File: config.mk
export PLATFORM = sky130hd
export DESIGN_NAME = thp_queue
export DESIGN_NICKNAME = d
export VERILOG_FILES = /design/src/hw/rtl/thp_pkg.sv /design/src/hw/rtl/thp_queue.sv
export SDC_FILE = /design/constraint.sdc
export NUM_CORES = 1
export LEC_CHECK = 0
export ABC_AREA = 1
export BUFFER_PORTS_ARGS = -buffer_cell sky130_fd_sc_hd__buf_2
export CAP_MARGIN = 25
export CORE_ASPECT_RATIO = 2
export CORE_MARGIN = 2
export CORE_UTILIZATION = 62
export DETAILED_ROUTE_END_ITERATION = 8
export PLACE_DENSITY_LB_ADDON = 0.25
export SYNTH_ARGS = -nofsm -noshare
export SYNTH_HDL_FRONTEND = slang
export SYNTH_SLANG_ARGS = --single-unit
File: constraint.sdc
create_clock -name clk -period 8.5 [get_ports clk]
set_input_delay 0 -clock clk [delete_from_list [all_inputs] [get_ports clk]]
set_output_delay 0 -clock clk [all_outputs]
set_load 0.005 [all_outputs]
File: src/hw/rtl/thp_pkg.sv
// shared types, constants and arithmetic helpers for the sensor compensation block
package thp_pkg;

	localparam int unsigned QUEUE_DEPTH = 4;
	localparam int unsigned CFG_IDX_W   = 3;
	localparam int unsigned CFG_DATA_W  = 48;

	typedef enum logic [CFG_IDX_W-1:0] {
		REG_TEMP_COEFFS    = 3'd0,
		REG_PRESS_COEFFS_A = 3'd1,
		REG_PRESS_COEFFS_B = 3'd2,
		REG_PRESS_COEFFS_C = 3'd3,
		REG_HUM_COEFFS_A   = 3'd4,
		REG_HUM_COEFFS_B   = 3'd5
	} thp_reg_idx_t;

	localparam logic [31:0] TEMP_ROUND    = 32'd128;
	localparam logic [63:0] PRESS_OFFSET  = 64'd128000;
	localparam logic [63:0] PRESS_FULL    = 64'd1048576;
	localparam logic [63:0] PRESS_SCALE   = 64'd3125;
	localparam logic [63:0] PRESS_BIAS    = 64'd1 << 47;
	localparam logic [31:0] HUM_OFFSET    = 32'd76800;
	localparam logic [31:0] HUM_ROUND_A   = 32'd16384;
	localparam logic [31:0] HUM_BIAS_B    = 32'd2097152;
	localparam logic [31:0] HUM_BIAS_C    = 32'd32768;
	localparam logic [31:0] HUM_ROUND_B   = 32'd8192;
	localparam logic [31:0] HUM_MAX       = 32'd419430400;
	localparam logic [6:0]  HUM_PERCENT   = 7'd100;

	// decoded calibration words, raw bits
	typedef struct packed {
		logic [15:0] t1, t2, t3;
		logic [15:0] p1, p2, p3, p4, p5, p6, p7, p8, p9;
		logic [7:0]  h1;
		logic [15:0] h2;
		logic [7:0]  h3;
		logic [15:0] h4, h5;
		logic [7:0]  h6;
	} thp_coeffs_t;

	// one job handed from the front to the back
	typedef struct packed {
		logic [31:0] temp;
		logic [63:0] num;
		logic [63:0] den;
		logic [13:0] hum;
		logic        err;
	} thp_job_t;

	function automatic logic [31:0] asr32(logic [31:0] x, int unsigned n);
		return 32'($signed(x) >>> n);
	endfunction

	function automatic logic [63:0] asr64(logic [63:0] x, int unsigned n);
		return 64'($signed(x) >>> n);
	endfunction

	function automatic logic [31:0] sx16(logic [15:0] x);
		return {{16{x[15]}}, x};
	endfunction

	function automatic logic [31:0] sx8(logic [7:0] x);
		return {{24{x[7]}}, x};
	endfunction

	// low 64 bits of a by a signed 16-bit coefficient
	function automatic logic [63:0] mul64s16(logic [63:0] a, logic [15:0] c);
		return 64'($signed(a) * $signed(c));
	endfunction

	// low 64 bits of a by an unsigned 16-bit coefficient
	function automatic logic [63:0] mul64u16(logic [63:0] a, logic [15:0] c);
		return 64'($signed(a) * $signed({1'b0, c}));
	endfunction

	// narrow signed operand (34 bits) by a signed operand, 64-bit result
	function automatic logic [63:0] mul34s16(logic [33:0] a, logic [15:0] c);
		return 64'($signed(a) * $signed(c));
	endfunction

	function automatic logic [63:0] sqr34(logic [33:0] a);
		return 64'($signed(a) * $signed(a));
	endfunction

endpackage

File: src/hw/rtl/thp_queue.sv
// small job queue between the front and back pipelines
module thp_queue #(
	parameter int unsigned DEPTH = thp_pkg::QUEUE_DEPTH
) (
	input  logic              clk,
	input  logic              arst_n,
	input  logic              push,
	input  thp_pkg::thp_job_t push_data,
	output logic              full,
	input  logic              pop,
	output thp_pkg::thp_job_t pop_data,
	output logic              empty
);

	localparam int unsigned AW = (DEPTH > 1) ? $clog2(DEPTH) : 1;
	localparam int unsigned CW = $clog2(DEPTH + 1);

	thp_pkg::thp_job_t mem_q [DEPTH];
	logic [AW-1:0]     wr_ptr_q, rd_ptr_q;
	logic [CW-1:0]     cnt_q;

	assign full     = (cnt_q == CW'(DEPTH));
	assign empty    = (cnt_q == '0);
	assign pop_data = mem_q[rd_ptr_q];

	always_ff @(posedge clk or negedge arst_n) begin
		if (!arst_n) begin
			wr_ptr_q <= '0;
			rd_ptr_q <= '0;
			cnt_q    <= '0;
		end else begin
			if (push) begin
				wr_ptr_q <= (wr_ptr_q == AW'(DEPTH - 1)) ? '0 : wr_ptr_q + 1'b1;
			end
			if (pop) begin
				rd_ptr_q <= (rd_ptr_q == AW'(DEPTH - 1)) ? '0 : rd_ptr_q + 1'b1;
			end
			if (push && !pop) begin
				cnt_q <= cnt_q + 1'b1;
			end else if (pop && !push) begin
				cnt_q <= cnt_q - 1'b1;
			end
		end
	end

	always_ff @(posedge clk) begin
		if (push) begin
			mem_q[wr_ptr_q] <= push_data;
		end
	end

endmodule

# --- After elaboration in Yosys (flattened, before gate mapping) ---
# Memories as Yosys holds them, arrays and structs flattened.
# Cells that the tools add are included.
op_classes:
  addsub: 4
  n_eq_ne: 3
  mux: 6
  n_reduce_logical: 6
ops:
  columns: ["op", "n"]
  rows:
  - ["$mux W3", 2]
  - ["$add A2 B1 Y2 const B", 2]
  - ["$eq A2 B2 Y1 const B", 2]
  - ["$mux W2", 2]
  - ["$add A3 B1 Y3 const B", 1]
  - ["$eq A3 B3 Y1 const B", 1]
  - ["$logic_not A3 Y1", 1]
  - ["$sub A3 B1 Y3 const B", 1]
  - ["$logic_and A1 B1 Y1", 2]
  - ["$logic_not A1 Y1", 2]
  - ["$mux W1", 2]
  - ["$reduce_bool A2 Y1", 1]
totals:
  reg_bits: 7
  mem_bits_rw: 700
  in_bits: 179
  out_inout_bits: 177
  elab_cells: 23
  n_memories: 1
mem_list:
  columns: ["name", "depth", "width", "read_ports", "rd_ports_with_merged_regs", "wr", "line", "source"]
  rows:
  - ["mem_q", 4, 175, 1, 0, 1, "thp_queue.sv:18", "thp_pkg::thp_job_t mem_q [DEPTH];"]

# --- Depth between registers and ports, before layout ---
depth:
  word_depth: 4
  ltp_mapped: 9
  mapped_depth_nobuf: 9

# --- Worst setup path before layout ---
# Ideal clock, no wire load.
synth_timing:
  kind: "reg-to-reg"
  from: "register wr_ptr_q[0]"
  to: "memory mem_q[2][0] (netlist bit) (enable)"
  setup_time_ps: 527
  t_arrival_ps: 4022
  t_required_ps: 7973
  slack_ps: 3951
  path_stages_with_launch: 5
  n_path_buf: 0
  period_less_slack_ps: 4549
  cell_sequence: "dfrtp_1 -> inv_1 -> ha_1 -> nand2_1 -> inv_1"
synth_rtl:
  columns: ["element", "line", "source"]
  rows:
  - ["start: declaration", "thp_queue.sv:19", "logic [AW-1:0] wr_ptr_q, rd_ptr_q;"]
  - ["start signal: assignment", "thp_queue.sv:33", "wr_ptr_q <= (wr_ptr_q == AW'(DEPTH - 1)) ? '0 : wr_ptr_q + 1'b1;"]
  - ["end: declaration", "thp_queue.sv:18", null]
# No word-level cell before the write port.

==> impl_metrics.py <==
metrics = {
    "drt": {
        "wl_per_cell_um": 19.8,
        "ant_nets": 0,
        "wl_um": 63500,
        "dr.pass1.iters": 5,
        "avgViaCountPerCell": 5.51,
        "dr.first_iter.drc_count": 1127,
        "drc": 0,
        "vias": 17627,
    },
    "setup_path": {
        "worstPathArrival_ps": 4040,
        "max_stage_delay_ps": 770,
        "path_common_cell": "buf_4",
        "path_delay_family": "buffers and inverters",
        "path_cells": "inv_6 > buf_4 > buf_4 > o211ai_1 > nand2_1 > buf_2",
        "worstSetupPathType": "reg2out",
        "slowest_stage": "dfrtp_4",
        "start_kind": "flip-flop",
        "path_buf_inv": 4,
        "endpoint_kind": "output pin",
        "required_ps": 8500,
        "crit_fanout": 82,
    },
    "synth": {
        "yosysUniqueCellTypes": 20,
        "ys_seq_elements": 707,
        "syn_inst": 2094,
        "yosys.area.top_type": "edfxtp_1",
        "netlist_area_um2": 28700,
        "synth.top_cell.area_share_pct": 73.3,
        "ys_warn_count": 0,
        "ys_top_cells_by_area": "edfxtp_1 73%, o211ai_1 8.3%, nand2_1 7.1%",
        "postSynthAreaPerCell_um2": 13.7,
        "ys_seq_area_share_pct": 73.9,
        "syn-num-nets": 2280,
    },
    "floorplan": {
        "die_h_um": 308,
        "initial_core_util_pct": 62.8,
        "core_area_um2": 45700,
        "die_x_um": 156,
        "ioPinCount": 356,
        "die_area_um2": 48100,
        "rows": 111,
    },
    "global_routing": {
        "grt_pass1_vias": 18614,
        "grt_pass1_wl_um": 96300,
        "antenna_found_initial": 7,
        "grt_max_degree": 336,
        "grt_overflow_total": 0,
        "globalRouteTotalUtil_pct": 26.2,
    },
    "timing": {
        "setup_violations": 0,
        "min_period_over_period_pct": 47.6,
        "period_minus_slack_ps": 4040,
        "fmax_ghz": 0.247,
        "finalSetupTns_ps": 0,
        "rsz0062_at_grt": "false",
        "hold_viol_final": 0,
        "slew_headroom_pct": 13.5,
        "slew_viol_final": 0,
        "fin_skew_ps": 13.7,
        "layout_setup_ws_ps": 4460,
        "worst_pin_slew_ps": 1300,
    },
    "clock_tree": {
        "clock-root-buffer": "clkbuf_16",
        "path_clk_slew_ps": 70,
        "clock_latency_ps": 590,
        "cts_tree": "built",
        "htreeDepth": 2,
        "cts_setup_buffers": 0,
        "cts_buffers": 57,
        "clockBufferDepth": 3,
        "cts.sinks": 707,
    },
    "finish": {
        "nets": 2772,
        "layout_commonest_cell": "edfxtp_1",
        "final_cell_mix": "700 x edfxtp_1, 540 x nand2_1, 357 x inv_1, 355 x buf_2, 318 x o211ai_1",
        "syn2layout_area_growth_pct": 18.1,
        "layout-drive-gt1-share_pct": 18.8,
        "final_area_um2": 33900,
    },
    "placement": {
        "pre_cts_ws_ps": 4990,
        "gp_congestion": 0.812,
        "dp_hpwl_um": 36900,
        "portBuffers": 355,
        "place_area_um2": 30200,
    },
    "power": {
        "p_per_area_nw_per_um2": 310,
        "vdd_drop_max_uv": 268,
        "total_power_mw": 10.5,
        "leakagePower_nw": 13.7,
    },
    "outcome": {
        "outcome": "completed",
    },
    "hold_path": {
        "min-delay-path-class": "in2reg",
    },
    "job": {
        "maxCapViolCount": 0,
    },
}
==> sequential cells by signal, summed over array words and instances, names as in the netlist <==
register  count
rd_ptr_q      2
wr_ptr_q      2
cnt_q         3
mem_q       700
==> per-stage QoR <==
step	std cells	hold slack, ps	utilization [%]
2_1_floorplan	2094	-296	-
3_3_place_gp	2912	-153	66.0
3_5_place_dp	2912	-149	66.0
4_1_cts	3193	131	74.0
5_1_grt	3198	148	74.1
6_report	3201	165	74.1
==> cell usage after synthesis <==
library cell and count:
clkbuf_1 3, nand2_1 540, dfrtp_1 7, inv_1 361
buf_2 18, buf_4 7, nand3_1 1, fa_1 1
buf_6 86, nor3_1 2, o21ai_0 4, nor2_1 2
o211ai_2 32, edfxtp_1 700, nand4_1 1, xnor2_1 1
o211ai_1 318, inv_4 2, ha_1 6, buf_8 2
==> power by group <==
part / total (mW) / switching (mW) / leakage, nW / internal, mW
combinational: 3.22 / 2.13 / 6.31 / 1.09
clock: 2.64 / 1.17 / 0.890 / 1.47
sequential: 4.66 / 0.190 / 6.51 / 4.47
==> metal layers <==
layer,global-route usage [%],wire (um),vias up
li1,-,-,8315
met1,27.4,22200,8514
met2,49.8,34700,626
met3,5.44,3990,166
met4,11.8,2520,6
met5,0,39,-
==> kinds of logic after synthesis <==
group	after synthesis	synth area share, %
buf+inv	479	8.79
fa+ha+maj	7	0.332
xor+xnor	1	0.0305
compound gates	354	9.79
simple gates	546	7.17
flops	707	73.9
==> final timing paths <==
path,from,end,slack [ps],depth (start not counted)
worst max-delay path,rd_ptr_q[1]$_DFFE_PN0P_,pop_data[163],4460,6
worst max register to register,wr_ptr_q[1]$_DFFE_PN0P_,mem_q[1][70]$_DFFE_PP_,5130,6
worst min-delay path,push_data[142],mem_q[0][142]$_DFFE_PP_,160,2
max in group asynchronous,arst_n,rd_ptr_q[1]$_DFFE_PN0P_,7790,3
min in group asynchronous,arst_n,cnt_q[2]$_DFFE_PN0P_,400,3
worst min register to register,cnt_q[2]$_DFFE_PN0P_,cnt_q[2]$_DFFE_PN0P_,560,2
==> final cells by class <==
type | instances | area [um^2]
clock buffer | 65 | 1460
sequential | 707 | 21200
fill | 2801 | 11800
clock inverter | 37 | 399
inverter | 363 | 1400
antenna | 7 | 17.5
timing repair buffer | 549 | 3710
multi-input combinational | 908 | 4970
tap | 565 | 707
==> what timing repair did <==
action                                  4_1_cts  5_1_grt
endpoints found under the setup margin        0        0
endpoints found under the hold margin       713        0
hold buffers                                179        0
resized for setup                             0        0
(Power assumes the default switching activity.)
